--- src/i2cmrt_pkg.sv ---
// i2cmrt_pkg: types and codes shared by the register transaction sequencer
// used by i2cmrt_step and i2c_master_register_transaction_unit; no dependencies
`default_nettype none

package i2cmrt_pkg;

    localparam logic [15:0] MAX_ATTEMPTS_RESET = 16'd1600;

    // action codes
    localparam logic [1:0] ACT_READ  = 2'd0;
    localparam logic [1:0] ACT_WRITE = 2'd1;
    localparam logic [1:0] ACT_EVENT = 2'd2;

    // byte engine status codes
    localparam logic [3:0] ST_START       = 4'd0;
    localparam logic [3:0] ST_REP_START   = 4'd1;
    localparam logic [3:0] ST_MT_SLA_ACK  = 4'd2;
    localparam logic [3:0] ST_MT_SLA_NACK = 4'd3;
    localparam logic [3:0] ST_MT_DATA_ACK = 4'd4;
    localparam logic [3:0] ST_MT_DATA_NAK = 4'd5;
    localparam logic [3:0] ST_ARB_LOST    = 4'd6;
    localparam logic [3:0] ST_MR_SLA_ACK  = 4'd7;
    localparam logic [3:0] ST_MR_SLA_NACK = 4'd8;
    localparam logic [3:0] ST_MR_DATA_ACK = 4'd9;
    localparam logic [3:0] ST_MR_DATA_NAK = 4'd10;

    // configuration register indexes
    localparam logic CFG_SLAVE_ADDRESS = 1'b0;
    localparam logic CFG_MAX_ATTEMPTS  = 1'b1;

    typedef enum logic [2:0] {
        PH_IDLE   = 3'd0,
        PH_START  = 3'd1,
        PH_SLAW   = 3'd2,
        PH_ADDR   = 3'd3,
        PH_RSTART = 3'd4,
        PH_SLAR   = 3'd5,
        PH_RX     = 3'd6,
        PH_VAL    = 3'd7
    } t_phase;

    typedef enum logic [2:0] {
        CMD_NONE  = 3'd0,
        CMD_START = 3'd1,
        CMD_BYTE  = 3'd2,
        CMD_RXACK = 3'd3,
        CMD_RXNAK = 3'd4,
        CMD_STOP  = 3'd5
    } t_cmd;

    typedef struct packed {
        logic [1:0] action;
        logic [7:0] reg_addr;
        logic [7:0] length;
        logic [7:0] write_value;
        logic [3:0] bus_status;
        logic [7:0] rx_byte;
    } t_item;

    typedef struct packed {
        t_phase      phase;
        logic        is_read;
        logic [15:0] attempts_used;
        logic [7:0]  bytes_left;
        logic [7:0]  bytes_done;
        logic [7:0]  saved_reg_addr;
        logic [7:0]  saved_value;
    } t_state;

    typedef struct packed {
        t_cmd       cmd;
        logic [7:0] tx_byte;
        logic [7:0] read_byte;
        logic       read_valid;
        logic       done;
        logic [7:0] byte_count;
    } t_result;

endpackage

`default_nettype wire

--- src/i2cmrt_step.sv ---
// i2cmrt_step: next state and result for one input item of the sequencer
// depends on i2cmrt_pkg
`default_nettype none

module i2cmrt_step
    import i2cmrt_pkg::*;
(
    input  var t_state      i_state,
    input  var t_item       i_item,
    input  wire logic [7:0] i_slave_address,
    input  wire logic [15:0] i_max_attempts,
    output t_state          o_state,
    output t_result         o_result
);

    logic       w_give_up;
    logic [7:0] w_sla_w;
    logic [7:0] w_bl_dec;
    logic [7:0] w_bd_inc;
    logic [3:0] w_st;

    assign w_give_up = (i_state.attempts_used >= i_max_attempts);
    assign w_sla_w   = {i_slave_address[7:1], 1'b0};
    assign w_bl_dec  = (i_state.bytes_left != 8'd0) ? i_state.bytes_left - 8'd1 : 8'd0;
    assign w_bd_inc  = i_state.bytes_done + 8'd1;
    assign w_st      = i_item.bus_status;

    always_comb begin
        o_state  = i_state;
        o_result = '{cmd: CMD_NONE, default: '0};

        if (i_item.action == ACT_READ || i_item.action == ACT_WRITE) begin
            if (i_state.phase == PH_IDLE) begin
                o_state.is_read        = (i_item.action == ACT_READ);
                o_state.saved_reg_addr = i_item.reg_addr;
                o_state.bytes_left     = i_item.length;
                o_state.saved_value    = i_item.write_value;
                o_state.bytes_done     = 8'd0;
                o_state.attempts_used  = 16'd0;
                if (i_max_attempts == 16'd0) begin
                    o_result.done = 1'b1;
                end else begin
                    o_state.attempts_used = 16'd1;
                    o_state.phase         = PH_START;
                    o_result.cmd          = CMD_START;
                end
            end
        end else if (i_item.action == ACT_EVENT) begin
            case (i_state.phase)
                PH_START: begin
                    if (w_st == ST_START || w_st == ST_REP_START) begin
                        o_state.phase   = PH_SLAW;
                        o_result.cmd    = CMD_BYTE;
                        o_result.tx_byte = w_sla_w;
                    end else if (w_st == ST_ARB_LOST) begin
                        o_result.cmd = CMD_START;
                    end else begin
                        o_state.phase = PH_IDLE;
                        o_result.done = 1'b1;
                    end
                end
                PH_SLAW: begin
                    if (w_st == ST_MT_SLA_ACK) begin
                        o_state.phase    = PH_ADDR;
                        o_result.cmd     = CMD_BYTE;
                        o_result.tx_byte = i_state.saved_reg_addr;
                    end else if (w_st == ST_MT_SLA_NACK) begin
                        if (w_give_up) begin
                            o_state.phase = PH_IDLE;
                            o_result.done = 1'b1;
                        end else begin
                            o_state.attempts_used = i_state.attempts_used + 16'd1;
                            o_state.phase         = PH_START;
                            o_result.cmd          = CMD_START;
                        end
                    end else if (w_st == ST_ARB_LOST) begin
                        o_state.phase = PH_START;
                        o_result.cmd  = CMD_START;
                    end else begin
                        o_state.phase = PH_IDLE;
                        o_result.cmd  = CMD_STOP;
                        o_result.done = 1'b1;
                    end
                end
                PH_ADDR: begin
                    if (w_st == ST_MT_DATA_ACK) begin
                        if (i_state.is_read) begin
                            o_state.phase = PH_RSTART;
                            o_result.cmd  = CMD_START;
                        end else begin
                            o_state.phase    = PH_VAL;
                            o_result.cmd     = CMD_BYTE;
                            o_result.tx_byte = i_state.saved_value;
                        end
                    end else if (w_st == ST_ARB_LOST) begin
                        o_state.phase = PH_START;
                        o_result.cmd  = CMD_START;
                    end else begin
                        o_state.phase = PH_IDLE;
                        o_result.cmd  = CMD_STOP;
                        o_result.done = 1'b1;
                    end
                end
                PH_RSTART: begin
                    if (w_st == ST_START || w_st == ST_REP_START) begin
                        o_state.phase    = PH_SLAR;
                        o_result.cmd     = CMD_BYTE;
                        o_result.tx_byte = {i_slave_address[7:1], 1'b1};
                    end else if (w_st == ST_ARB_LOST) begin
                        o_state.phase = PH_START;
                        o_result.cmd  = CMD_START;
                    end else begin
                        o_state.phase = PH_IDLE;
                        o_result.cmd  = CMD_STOP;
                        o_result.done = 1'b1;
                    end
                end
                PH_SLAR: begin
                    if (w_st == ST_MR_SLA_ACK && i_state.bytes_left != 8'd0) begin
                        o_state.phase = PH_RX;
                        o_result.cmd  = (i_state.bytes_left == 8'd1) ? CMD_RXNAK : CMD_RXACK;
                    end else if (w_st == ST_ARB_LOST) begin
                        o_state.phase = PH_START;
                        o_result.cmd  = CMD_START;
                    end else begin
                        o_state.phase = PH_IDLE;
                        o_result.cmd  = CMD_STOP;
                        o_result.done = 1'b1;
                    end
                end
                PH_RX: begin
                    if (w_st == ST_MR_DATA_ACK || w_st == ST_MR_DATA_NAK) begin
                        o_state.bytes_done  = w_bd_inc;
                        o_state.bytes_left  = w_bl_dec;
                        o_result.read_byte  = i_item.rx_byte;
                        o_result.read_valid = 1'b1;
                        if (w_st == ST_MR_DATA_NAK || w_bl_dec == 8'd0) begin
                            o_state.phase       = PH_IDLE;
                            o_result.cmd        = CMD_STOP;
                            o_result.done       = 1'b1;
                            o_result.byte_count = w_bd_inc;
                        end else begin
                            o_result.cmd = (w_bl_dec == 8'd1) ? CMD_RXNAK : CMD_RXACK;
                        end
                    end else begin
                        o_state.phase = PH_IDLE;
                        o_result.cmd  = CMD_STOP;
                        o_result.done = 1'b1;
                    end
                end
                PH_VAL: begin
                    o_state.phase       = PH_IDLE;
                    o_result.cmd        = CMD_STOP;
                    o_result.done       = 1'b1;
                    o_result.byte_count = {7'd0, (w_st == ST_MT_DATA_ACK)};
                end
                default: begin
                    o_state.phase = PH_IDLE;
                end
            endcase
        end
    end

endmodule

`default_nettype wire

--- src/i2c_master_register_transaction_unit.sv ---
// i2c_master_register_transaction_unit: top level of the register transaction sequencer
// input register, i2cmrt_step logic, state and result register; depends on i2cmrt_pkg
//
// channel   handshake                 payload
// input     i_valid / o_ready         i_action i_reg_addr i_length i_write_value
//                                     i_bus_status i_rx_byte
// output    o_valid / i_ready         o_engine_command o_tx_byte o_read_byte
//                                     o_read_valid o_done_res o_byte_count
// config    i_cfg_we                  i_cfg_index i_cfg_data
//
// one item accepted per cycle unless the output stalls; each result passes through
// the input register, then the result register holding the new state
// synchronous active-low reset clears state, slave address to 0, attempts limit to 1600
// a stalled output holds the input register; o_ready drops only when both stages are full
`default_nettype none

module i2c_master_register_transaction_unit
    import i2cmrt_pkg::*;
(
    input  wire logic        i_clk,
    input  wire logic        i_rst_n,
    input  wire logic        i_valid,
    output logic             o_ready,
    input  wire logic [1:0]  i_action,
    input  wire logic [7:0]  i_reg_addr,
    input  wire logic [7:0]  i_length,
    input  wire logic [7:0]  i_write_value,
    input  wire logic [3:0]  i_bus_status,
    input  wire logic [7:0]  i_rx_byte,
    output logic             o_valid,
    input  wire logic        i_ready,
    output logic [2:0]       o_engine_command,
    output logic [7:0]       o_tx_byte,
    output logic [7:0]       o_read_byte,
    output logic             o_read_valid,
    output logic             o_done_res,
    output logic [7:0]       o_byte_count,
    input  wire logic        i_cfg_we,
    input  wire logic        i_cfg_index,
    input  wire logic [15:0] i_cfg_data
);

    logic        r_s1_valid;
    t_item       r_s1_item;
    logic        r_out_valid;
    t_result     r_res;
    t_state      r_state;
    logic [7:0]  r_slave_address;
    logic [15:0] r_max_attempts;

    t_state      n_state;
    t_result     n_res;
    logic        w_adv;

    assign w_adv   = !r_out_valid || i_ready;
    assign o_ready = !r_s1_valid || w_adv;

    i2cmrt_step u_step (
        .i_state         (r_state),
        .i_item          (r_s1_item),
        .i_slave_address (r_slave_address),
        .i_max_attempts  (r_max_attempts),
        .o_state         (n_state),
        .o_result        (n_res)
    );

    always_ff @(posedge i_clk) begin
        if (!i_rst_n) begin
            r_s1_valid      <= 1'b0;
            r_out_valid     <= 1'b0;
            r_state         <= '{phase: PH_IDLE, default: '0};
            r_slave_address <= 8'd0;
            r_max_attempts  <= MAX_ATTEMPTS_RESET;
        end else begin
            if (i_cfg_we) begin
                if (i_cfg_index == CFG_SLAVE_ADDRESS) begin
                    r_slave_address <= i_cfg_data[7:0];
                end else begin
                    r_max_attempts <= i_cfg_data;
                end
            end
            if (o_ready) begin
                r_s1_valid <= i_valid;
            end
            if (w_adv) begin
                r_out_valid <= r_s1_valid;
                if (r_s1_valid) begin
                    r_state <= n_state;
                end
            end
        end
    end

    always_ff @(posedge i_clk) begin
        if (o_ready && i_valid) begin
            r_s1_item <= '{action: i_action, reg_addr: i_reg_addr, length: i_length,
                           write_value: i_write_value, bus_status: i_bus_status,
                           rx_byte: i_rx_byte};
        end
        if (w_adv && r_s1_valid) begin
            r_res <= n_res;
        end
    end

    assign o_valid          = r_out_valid;
    assign o_engine_command = r_res.cmd;
    assign o_tx_byte        = r_res.tx_byte;
    assign o_read_byte      = r_res.read_byte;
    assign o_read_valid     = r_res.read_valid;
    assign o_done_res       = r_res.done;
    assign o_byte_count     = r_res.byte_count;

    a_done_goes_idle: assert property (@(posedge i_clk) disable iff (!i_rst_n)
        (w_adv && r_s1_valid && n_res.done) |=> (r_state.phase == PH_IDLE))
        else $error("phase not idle after transaction end");

    a_busy_has_attempt: assert property (@(posedge i_clk) disable iff (!i_rst_n)
        (r_state.phase != PH_IDLE) |-> (r_state.attempts_used != 16'd0))
        else $error("active transaction with no attempt counted");

    a_count_only_on_done: assert property (@(posedge i_clk) disable iff (!i_rst_n)
        (o_valid && o_byte_count != 8'd0) |-> o_done_res)
        else $error("byte count reported before the end");

    a_read_in_rx: assert property (@(posedge i_clk) disable iff (!i_rst_n)
        (w_adv && r_s1_valid && n_res.read_valid) |-> (r_state.phase == PH_RX))
        else $error("byte delivered outside receive phase");

    a_state_held_on_stall: assert property (@(posedge i_clk) disable iff (!i_rst_n)
        (r_out_valid && !i_ready) |=> $stable(r_state))
        else $error("state moved while output stalled");

endmodule

`default_nettype wire

--- config.mk ---
export PLATFORM = sky130hd
export DESIGN_NAME = i2c_master_register_transaction_unit
export DESIGN_NICKNAME = d
export VERILOG_FILES = /design/src/i2cmrt_pkg.sv /design/src/i2cmrt_step.sv /design/src/i2c_master_register_transaction_unit.sv
export SDC_FILE = /design/constraint.sdc
export NUM_CORES = 1
export LEC_CHECK = 0
export ABC_AREA = 1
export BUFFER_PORTS_ARGS = -buffer_cell sky130_fd_sc_hd__buf_2
export CELL_PAD_IN_SITES_DETAIL_PLACEMENT = 0
export CELL_PAD_IN_SITES_GLOBAL_PLACEMENT = 1
export CORE_MARGIN = 5
export CORE_UTILIZATION = 39
export DETAILED_ROUTE_END_ITERATION = 16
export GPL_TIMING_DRIVEN = 0
export PLACE_DENSITY_LB_ADDON = 0.1
export SLEW_MARGIN = 20
export SYNTH_ARGS = -nofsm -noshare
export SYNTH_HDL_FRONTEND = slang
export SYNTH_HIERARCHICAL = 1
export SYNTH_SLANG_ARGS = --single-unit
--- constraint.sdc ---
create_clock -name i_clk -period 2.8 [get_ports i_clk]
set_clock_uncertainty 0.05 [all_clocks]
set_input_delay 0.28 -clock i_clk [delete_from_list [all_inputs] [get_ports i_clk]]
set_output_delay 0.28 -clock i_clk [all_outputs]
set_load 0.1 [all_outputs]
==> results of run 1 <==
## metal layers
layer | vias up | share of wire | global-route usage
met3 | 26 | 0.040 | 0.04260
met5 | - | 0 | 0
met4 | 0 | 0.019 | 0.05940
met2 | 137 | 0.47 | 0.3275
met1 | 3398 | 0.47 | 0.2626
li1 | 3808 | - | -
## registers in the layout, summed over array words and instances, names as in the netlist
signal            flops
o_byte_count          8
o_done_res            1
o_engine_command      3
o_read_byte           8
o_read_valid          1
o_tx_byte             8
o_valid               1
r_max_attempts       16
r_s1_item            38
r_s1_valid            1
r_slave_address       7
r_state              52
## per-stage QoR
stage	util	hold slack (ns)	setup WS (ns)	std cells	setup TNS (ns)
after CTS	0.4867	0.02559	0.1514	1504	0
after global routing	0.4872	0.04722	0.04810	1504	0
after global placement	0.4329	0.4066	-1.256	1430	-36.27
final	0.4872	0.03843	0.3657	1504	0
after detailed placement	0.4358	0.4081	0.1815	1432	0
after floorplan	-	0.3289	0.1380	1071	0
## power groups by stage
stage                     clock network (mW)  logic, mW  registers (mW)
after CTS                               2.47      0.970            2.43
after global routing                    2.56       1.09            2.45
after global placement                     0      0.908            2.48
after detailed placement                   0      0.924            2.48
after floorplan                            0      0.572            2.55
final                                   2.41      0.968            2.43
## cell usage in the layout, fill, tap and decap left out, types with 5 or more instances in the layout
master         instances
buf_2                110
nand4_1               17
edfxtp_1              67
nor3_1                 7
clkbuf_16             17
ha_1                  21
buf_6                 11
o21ai_0               51
buf_4                  5
dlygate4sd3_1         40
inv_1                137
nor4_1                 8
nand2_1              245
o211ai_1               9
inv_2                 14
nor2_4                 5
a21oi_1               70
nor2_2                 5
dfxtp_1               75
nor2_1               141
inv_8                  6
nand3_1              114
clkbuf_1               8
## worst reg2reg max path, delay by kind of cell (launching register included)
| family | cells | cell delay (ns) |
|---|---|---|
| flip-flops | 1 | 0.41 |
| buffers and inverters | 3 | 0.28 |
| AND/OR/NAND/NOR | 14 | 1.26 |
| adder cells (fa/ha/maj) | 1 | 0.29 |
| AO/OA/AOI/OAI | 1 | 0.07 |
## worst min-delay path by stage
stage | end | start | cells after the start | slack (ns)
final | r_max_attempts[6] | i_cfg_data[6] | 3 | 0.04
after global routing | r_max_attempts[6] | i_cfg_data[6] | 3 | 0.05
after CTS | r_max_attempts[11] | i_cfg_data[11] | 3 | 0.03
after detailed placement | r_s1_item[12] | i_write_value[0] | 1 | 0.41
after global placement | r_s1_item[36] | i_action[0] | 1 | 0.41
after floorplan | r_s1_item[0] | i_rx_byte[0] | 0 | 0.33
## repair_timing
| item | CTS | global route |
|---|---|---|
| setup endpoints to repair | 0 | 5 |
| hold endpoints to repair | 40 | 0 |
| resized for setup | 0 | 5 |
| hold buffers | 40 | 0 |
## area by class of cell
| cell class | instances | area [um2] | share of cell area |
|---|---|---|---|
| sequential | 144 | 3556 | 0.3619 |
| tap | 270 | 337.8 | 0.03438 |
| timing repair buffer | 131 | 893.4 | 0.09091 |
| buffer | 46 | 301.5 | 0.03068 |
| clock buffer | 17 | 425.4 | 0.04329 |
| inverter | 151 | 566.8 | 0.05768 |
| multi-input combinational | 730 | 3546 | 0.3608 |
| clock inverter | 15 | 200.2 | 0.02037 |
==> flow_metrics.py, run 1 <==
metrics = {
    "sta": {
        "setup_viol": 0,
        "fmax_mhz": 410.8,
        "final.min_clock_period_ns": 2.434,
        "finalHoldViolCount": 0,
        "relSlewSlack": 0.5457,
        "tightest_slew_ns": 0.6789,
        "period_share": 0.8694,
        "rsz0062_at_grt": "false",
        "final_max_slew_viol_count": 0,
    },
    "setup_path": {
        "crit_path_top_delay_cell": "dfxtp_2",
        "critPathKind": "reg -> reg",
        "startpoint": "r_state[32]",
        "reg2reg_depth": 19,
        "crit_chain": "inv_1, ha_1, nand2_1, nor2_1, nor2_1, nand2_1, nand2_1, nand2_1, nand2_1, nand2_1, inv_1, nand4_1, nor2_1, nand2_1, o21ai_0, inv_1, nand3_1, nand2_1, nor2_1",
        "cp-end-kind": "flip-flop",
        "cp.required_ns": 3.11,
        "cp.arrival_ns": 2.75,
        "max_stage_delay_ns": 0.41,
        "path_delay_family": "simple AND/OR/NAND/NOR gates",
        "crit_cells": 19,
        "startpoint_type": "flip-flop",
        "reg2reg_from": "r_state[32]",
        "r2r_setup_slack_ns": 0.37,
        "path_buf_inv": 3,
        "cpMostUsedCell": "nand2_1",
        "r2r_end": "r_state[47]",
        "cp-endpoint": "r_state[47]",
        "crit_path_max_fanout": 7,
    },
    "grt": {
        "grt_antenna_before_repair": 0,
        "grt_remaining_overflow": 0,
        "grt_first_pass_wirelength_um": 37160,
        "grt_use_total": 0.1985,
        "grt_pass1_vias": 7076,
        "grt_max_degree": 31,
    },
    "clocking": {
        "root_buffer": "clkbuf_16",
        "clk_latency_ns": 0.44,
        "clk_pin_slew_ns": 0.07,
        "clock_sinks": 144,
        "cts_buffer_depth": 2,
        "h-tree-depth": 4,
        "cts_tree": "yes",
        "post_cts.repair.setup_buffers": 0,
        "numCtsBuffers": 17,
    },
    "die": {
        "dieHeight_um": 152.7,
        "dieWidth_um": 152.7,
        "rows": 52,
        "core-area_mm2": 0.02017,
        "initial_utilization": 0.3937,
        "dieArea_mm2": 0.02332,
        "pin_count": 91,
    },
    "layout": {
        "area_delta_synth_final_pct": 23.74,
        "num-fill-cells": 2095,
        "finalNetCount": 1302,
        "drive_above_1_share": 0.1629,
        "n_antenna_cell": 0,
        "fin_area_mm2": 0.009827,
    },
    "pwr": {
        "p_total_mw": 5.810,
        "p_comb_frac": 0.167,
        "p_sw_frac": 0.3065,
        "clkPwrFrac": 0.415,
        "peakVddDrop_v": 0.0003874,
        "p_leak_nw": 4.391,
        "p_seq_frac": 0.418,
        "power_density_mw_per_mm2": 591.2,
        "p_int_mw": 4.029,
        "power.switching_mw": 1.781,
    },
    "placement": {
        "place_area_mm2": 0.008790,
        "hpwl_um": 16540,
        "io_buffers": 89,
        "routabilityCongestion": 0.8904,
    },
    "hold_path": {
        "worst_hold_path_type": "in -> reg",
    },
    "drt": {
        "avgRoutedWirePerCell_um": 15.27,
        "wl_um": 22970,
        "drtIter0Drc": 469,
        "via_count": 7369,
        "ant_nets": 0,
        "detail_route.first_pass.iterations": 5,
        "drcViolationCount": 0,
        "viasPerCell": 4.900,
    },
    "status": {
        "status": "complete, no violations",
    },
    "synthesis": {
        "syn_area_mm2": 0.007941,
        "syn-num-nets": 1152,
        "syn_inst": 1071,
        "syn_area_per_cell_um2": 7.415,
        "yosys_warnings": 6,
    },
    "job": {
        "max-cap-violations": 0,
    },
}
Power figures use the tool's default switching activity.
==> run 2, diff against run 1 <==
--- a/config.mk
+++ b/config.mk
@@ -9,8 +9,10 @@
 export BUFFER_PORTS_ARGS = -buffer_cell sky130_fd_sc_hd__buf_2
 export CELL_PAD_IN_SITES_DETAIL_PLACEMENT = 0
 export CELL_PAD_IN_SITES_GLOBAL_PLACEMENT = 1
+export CORE_ASPECT_RATIO = 0.7
 export CORE_MARGIN = 5
-export CORE_UTILIZATION = 39
+export CORE_UTILIZATION = 40
+export CTS_BUF_LIST = sky130_fd_sc_hd__clkbuf_8
 export DETAILED_ROUTE_END_ITERATION = 16
 export GPL_TIMING_DRIVEN = 0
 export PLACE_DENSITY_LB_ADDON = 0.1
==> run 2 against run 1 <==
Compared with the run above: clock-buffer cell count did not move; global-route usage rose by 1.2 points; power fell by 13%; core utilization rose by 0.40 points; non-clock buffer count rose by 7; worst hold slack improved by 0.0017 ns; final cell count rose by 0.47%; via count rose by 0.85%; sequential share of layout area rose by 0.70 points; combinational power rose by 2%; die area fell by 2.1%; largest cell class unchanged.
==> flow_metrics.py, run 2 (synthesis results as in run 1) <==
metrics = {
    "drt": {
        "ant_nets": 0,
        "drtIter0Drc": 644,
        "wirelength_met1_um": 12280,
        "via_count": 7432,
        "viasPerCell": 4.919,
        "wl_um": 23390,
        "detail_route.first_pass.iterations": 7,
        "top_layer": "met4",
        "drcViolationCount": 0,
        "met2_length_um": 9426,
        "met3WireLength_um": 1419,
        "avgRoutedWirePerCell_um": 15.48,
    },
    "die": {
        "dieWidth_um": 178.4,
        "initial_utilization": 0.4044,
        "dieArea_mm2": 0.02282,
        "rows": 43,
        "pin_count": 91,
        "core-area_mm2": 0.01964,
        "dieHeight_um": 127.9,
    },
    "setup_path": {
        "cp-end-kind": "flip-flop",
        "max_stage_delay_ns": 0.37,
        "cp.required_ns": 3.10,
        "critPathKind": "reg -> reg",
        "crit_chain": "buf_4, inv_2, nor2_2, inv_2, nor2_8, inv_2, buf_6, nand2_1, o221ai_1, inv_1, nand3_1, nand2_1, nor2_1",
        "crit_path_top_delay_cell": "nor2_2",
        "path_buf_inv": 6,
        "path_delay_family": "simple AND/OR/NAND/NOR gates",
        "startpoint_type": "flip-flop",
        "cpMostUsedCell": "inv_2",
        "cp.arrival_ns": 2.75,
        "crit_path_max_fanout": 10,
    },
    "layout": {
        "layout_common_cells": "245 x nand2_1, 140 x nor2_1, 138 x inv_1, 114 x nand3_1, 110 x buf_2",
        "top_regs": "r_state: 52 flops, r_s1_item: 38 flops, r_max_attempts: 16 flops",
        "largest_reg_flops": 52,
        "n_antenna_cell": 0,
        "multi_input_area_mm2": 0.003548,
        "seq_area_mm2": 0.003558,
        "drive_above_1_share": 0.1636,
        "fin_area_mm2": 0.009647,
        "final_common_cell": "nand2_1",
        "largest_register": "r_state",
        "finalNetCount": 1309,
        "area_delta_synth_final_pct": 21.47,
        "num-fill-cells": 2001,
    },
    "sta": {
        "setup_tns_ns": 0,
        "relSlewSlack": 0.5420,
        "setup_viol": 0,
        "fmax_mhz": 408.7,
        "final_max_slew_viol_count": 0,
        "period_share": 0.8738,
        "fin_hold_ws_ns": 0.04016,
        "finalHoldViolCount": 0,
        "final.min_clock_period_ns": 2.447,
        "tightest_slew_ns": 0.6825,
        "rsz0062_at_grt": "true",
    },
    "clocking": {
        "cts_buffer_depth": 2,
        "clock_sinks": 144,
        "root_buffer": "clkbuf_8",
        "h-tree-depth": 4,
        "clk_latency_ns": 0.46,
        "numCtsBuffers": 17,
        "cts_tree": "yes",
        "post_cts.repair.setup_buffers": 0,
        "clk_pin_slew_ns": 0.10,
    },
    "placement": {
        "hpwl_um": 16920,
        "routabilityCongestion": 0.8783,
        "io_buffers": 89,
        "place_area_mm2": 0.008790,
    },
    "grt": {
        "grt_pass1_vias": 7068,
        "grt_antenna_before_repair": 0,
        "grt_use_total": 0.2109,
        "grt_max_degree": 31,
        "grt_remaining_overflow": 0,
        "grt_first_pass_wirelength_um": 37650,
    },
    "job": {
        "max-cap-violations": 0,
    },
    "pwr": {
        "power_density_mw_per_mm2": 521.8,
        "p_leak_nw": 4.309,
        "peakVddDrop_v": 0.0002150,
        "p_total_mw": 5.033,
    },
    "hold_path": {
        "worst_hold_path_type": "in -> reg",
    },
    "status": {
        "status": "complete, no violations",
    },
}
-- run 2: path summary, 6_finish.rpt --
check                    start                 to  slack, ns  depth (start not counted)
max              r_s1_item[37]        r_state[31]       0.35                         13
min              i_cfg_data[2]  r_max_attempts[2]       0.04                          3
max reg2reg      r_s1_item[37]        r_state[31]       0.35                         13
min reg2reg  r_max_attempts[9]  r_max_attempts[9]       0.45                          2
-- run 2: metal layers --
metal  track usage  vias up
met5             0        -
met4       0.04511        0
met3       0.04658       24
met2        0.3008      200
met1        0.3255     3391
li1              -     3817
-- run 2: power by group --
part / switching [mW] / internal [mW]
Combinational: 0.644 / 0.340
Clock: 0.953 / 0.658
Sequential: 0.112 / 2.33
Total: 1.71 / 3.32
-- run 2: area by class of cell --
| type | count | share of cell area |
|---|---|---|
| clock buffer | 17 | 0.02425 |
| timing repair buffer | 138 | 0.09987 |
| tap | 270 | 0.03502 |
| multi-input combinational | 730 | 0.3678 |
| buffer | 46 | 0.03126 |
| sequential | 144 | 0.3689 |
| inverter | 151 | 0.05875 |
| clock inverter | 15 | 0.01414 |
-- run 2: what timing repair did --
item / in CTS / in global routing
gates resized for setup: 0 / 8
hold endpoints to repair: 47 / 0
setup endpoints to repair: 0 / 5
hold buffers: 47 / 0
-- run 2: worst register-to-register path: cells and delay by family, from the launching register on --
family	cells	cell delay (ns)
and+or+nand+nor	6	0.98
buffers and inverters	6	0.79
AOI/OAI and AO/OA	1	0.16
DFF	1	0.35
-- run 2: stage by stage --
| stage | setup slack, ns | utilization | std cells |
|---|---|---|---|
| after global placement | -1.035 | 0.4446 | 1430 |
| after floorplan | 0.1380 | - | 1071 |
| final | 0.3533 | 0.4912 | 1511 |
| after detailed placement | 0.2602 | 0.4476 | 1432 |
| after CTS | 0.2220 | 0.4904 | 1511 |
| after global routing | -0.006154 | 0.4912 | 1511 |
==> run 3, diff against run 2 <==
--- a/config.mk
+++ b/config.mk
@@ -14,7 +14,6 @@
 export CORE_UTILIZATION = 40
 export CTS_BUF_LIST = sky130_fd_sc_hd__clkbuf_8
 export DETAILED_ROUTE_END_ITERATION = 16
-export GPL_TIMING_DRIVEN = 0
 export PLACE_DENSITY_LB_ADDON = 0.1
 export SLEW_MARGIN = 20
 export SYNTH_ARGS = -nofsm -noshare
==> run 3 against run 2 <==
Compared with the run above: fmax increased by 2.3%; combinational power decreased by 5.0%; first-iteration DRC count decreased by 17%; final cell count decreased by 1.4%; critical endpoint is now r_state[33]; power increased by 1.7%; global-route usage decreased by 1.6 points; worst setup slack improved by 0.056 ns; design area decreased by 0.92%; highest routed layer unchanged; critical path depth unchanged; largest cell class unchanged.
==> flow_metrics.py, run 3 (synthesis results as in run 1) <==
metrics = {
    "status": {
        "status": "complete, no violations",
    },
    "setup_path": {
        "cp.required_ns": 3.11,
        "cp.arrival_ns": 2.70,
        "crit_path_max_fanout": 8,
        "critPathKind": "reg -> reg",
        "cp-end-kind": "flip-flop",
        "startpoint_type": "flip-flop",
        "r2r_setup_slack_ns": 0.41,
        "reg2reg_from": "r_state[43]",
        "reg2reg_depth": 13,
        "r2r_end": "r_state[33]",
    },
    "die": {
        "initial_utilization": 0.4044,
        "dieHeight_um": 127.9,
        "core-area_mm2": 0.01964,
        "rows": 43,
        "pin_count": 91,
        "dieWidth_um": 178.4,
        "dieArea_mm2": 0.02282,
    },
    "clocking": {
        "clock_sinks": 144,
        "cts.hold.buffers_added": 49,
        "root_buffer": "clkbuf_8",
        "h-tree-depth": 4,
        "numCtsBuffers": 17,
        "clk_pin_slew_ns": 0.09,
        "cts-resized-gates": 0,
        "cts_tree": "yes",
        "clk_latency_ns": 0.47,
        "cts_buffer_depth": 2,
        "post_cts.repair.setup_buffers": 0,
    },
    "layout": {
        "final_common_cell": "nand2_1",
        "num-fill-cells": 1988,
        "stdcell_count": 1490,
        "area_delta_synth_final_pct": 20.36,
        "multi_input_area_mm2": 0.003537,
        "seq_area_mm2": 0.003558,
        "largest_reg_flops": 52,
        "n_antenna_cell": 0,
        "finalNetCount": 1288,
        "utilization": 0.4867,
        "largest_register": "r_state",
        "drive_above_1_share": 0.1492,
        "top_regs": "r_state: 52 flops, r_s1_item: 38 flops, r_max_attempts: 16 flops",
        "layout_common_cells": "245 x nand2_1, 141 x nor2_1, 139 x inv_1, 114 x nand3_1, 90 x buf_2",
    },
    "sta": {
        "fmax_mhz": 418.2,
        "setup_viol": 0,
        "setup_tns_ns": 0,
        "finalHoldViolCount": 0,
        "final_max_slew_viol_count": 0,
        "finalWorstSetupSlack_ns": 0.4089,
        "fin_hold_ws_ns": 0.04561,
        "rsz0062_at_grt": "false",
        "period_share": 0.8540,
        "relSlewSlack": 0.5041,
        "final.min_clock_period_ns": 2.391,
        "tightest_slew_ns": 0.7438,
    },
    "grt": {
        "grt_pass1_vias": 6766,
        "grt_max_degree": 71,
        "grt_first_pass_wirelength_um": 35110,
        "grt_antenna_before_repair": 0,
        "grt_remaining_overflow": 0,
        "grt_use_total": 0.1946,
    },
    "hold_path": {
        "worst_hold_path_type": "in -> reg",
        "hold_depth": 3,
        "hp-start": "i_cfg_data[5]",
        "min_to": "r_max_attempts[5]",
    },
    "drt": {
        "avgRoutedWirePerCell_um": 14.41,
        "viasPerCell": 4.777,
        "drcViolationCount": 0,
        "ant_nets": 0,
        "detail_route.first_pass.iterations": 5,
        "wl_um": 21470,
        "via_count": 7117,
        "drtIter0Drc": 535,
    },
    "placement": {
        "pre_cts_ws_ns": 0.4383,
        "dp_cells": 1409,
        "hpwl_um": 14710,
        "routabilityCongestion": 0.8555,
        "io_buffers": 90,
    },
    "pwr": {
        "peakVddDrop_v": 0.0003387,
        "power_density_mw_per_mm2": 535.4,
        "p_leak_nw": 4.266,
    },
    "job": {
        "max-cap-violations": 0,
    },
}
==> run 3: changes by cell type in the layout (fill, tap and decap cells not counted), moves of 2 or more <==
cell | previous run | this run
dfxtp_2 | 4 | 1
clkinv_2 | 0 | 2
dfxtp_1 | 73 | 75
bufinv_16 | 0 | 3
inv_8 | 5 | 0
clkbuf_1 | 8 | 0
buf_4 | 5 | 22
buf_6 | 11 | 0
dlygate4sd3_1 | 47 | 49
inv_6 | 5 | 2
buf_2 | 110 | 90
==> run 3: worst max-delay path, cell delays in order, from the launching register on <==
cell	delay [ns]
dfxtp_1	0.48
ha_1	0.31
a21oi_1	0.16
o21ai_0	0.10
a21oi_1	0.22
nand2_1	0.17
nor2_4	0.21
inv_1	0.08
o211ai_1	0.15
o21ai_1	0.08
inv_1	0.06
nand3_1	0.07
nand2_1	0.10
nor2_1	0.04
==> run 3: cell type report <==
cell class / instances / area share
Clock buffer: 18 / 0.02592
Inverter: 151 / 0.05930
Tap cell: 270 / 0.03534
Multi-Input combinational cell: 730 / 0.3701
Timing Repair Buffer: 163 / 0.1199
Clock inverter: 14 / 0.01715
Sequential cell: 144 / 0.3723
==> run 3: per-layer routing <==
| layer | up-vias | track usage | share of wire |
|---|---|---|---|
| li1 | 3753 | - | - |
| met1 | 3206 | 0.2942 | 0.53 |
| met2 | 142 | 0.2835 | 0.41 |
| met3 | 16 | 0.03833 | 0.043 |
| met4 | 0 | 0.05187 | 0.012 |
| met5 | - | 0 | 0 |
==> run 3: metrics by stage <==
step                      cell area [um2]  power (mW)
after floorplan                      7948       3.126
after global placement               8656       3.370
after detailed placement             8656       3.366
after CTS                            9558       5.174
after global routing                 9558       5.397
final                                9558       5.117
==> run 3: worst max path at each step <==
stage	startpoint	end	slack [ns]	depth (start not counted)
finish	r_state[43]	r_state[33]	0.41	13
global route	r_state[43]	r_state[47]	0.09	14
CTS	r_state[43]	r_state[33]	0.41	13
detailed placement	r_state[43]	r_state[33]	0.44	13
global placement	r_state[43]	r_state[47]	0.49	13
floorplan	r_s1_valid	o_byte_count[0]	0.14	5
==> run 3: power by group <==
part           internal [mW]  total, mW  switching [mW]
sequential              2.33       2.44           0.115
combinational          0.329      0.936           0.607
clock                  0.905       1.74           0.834
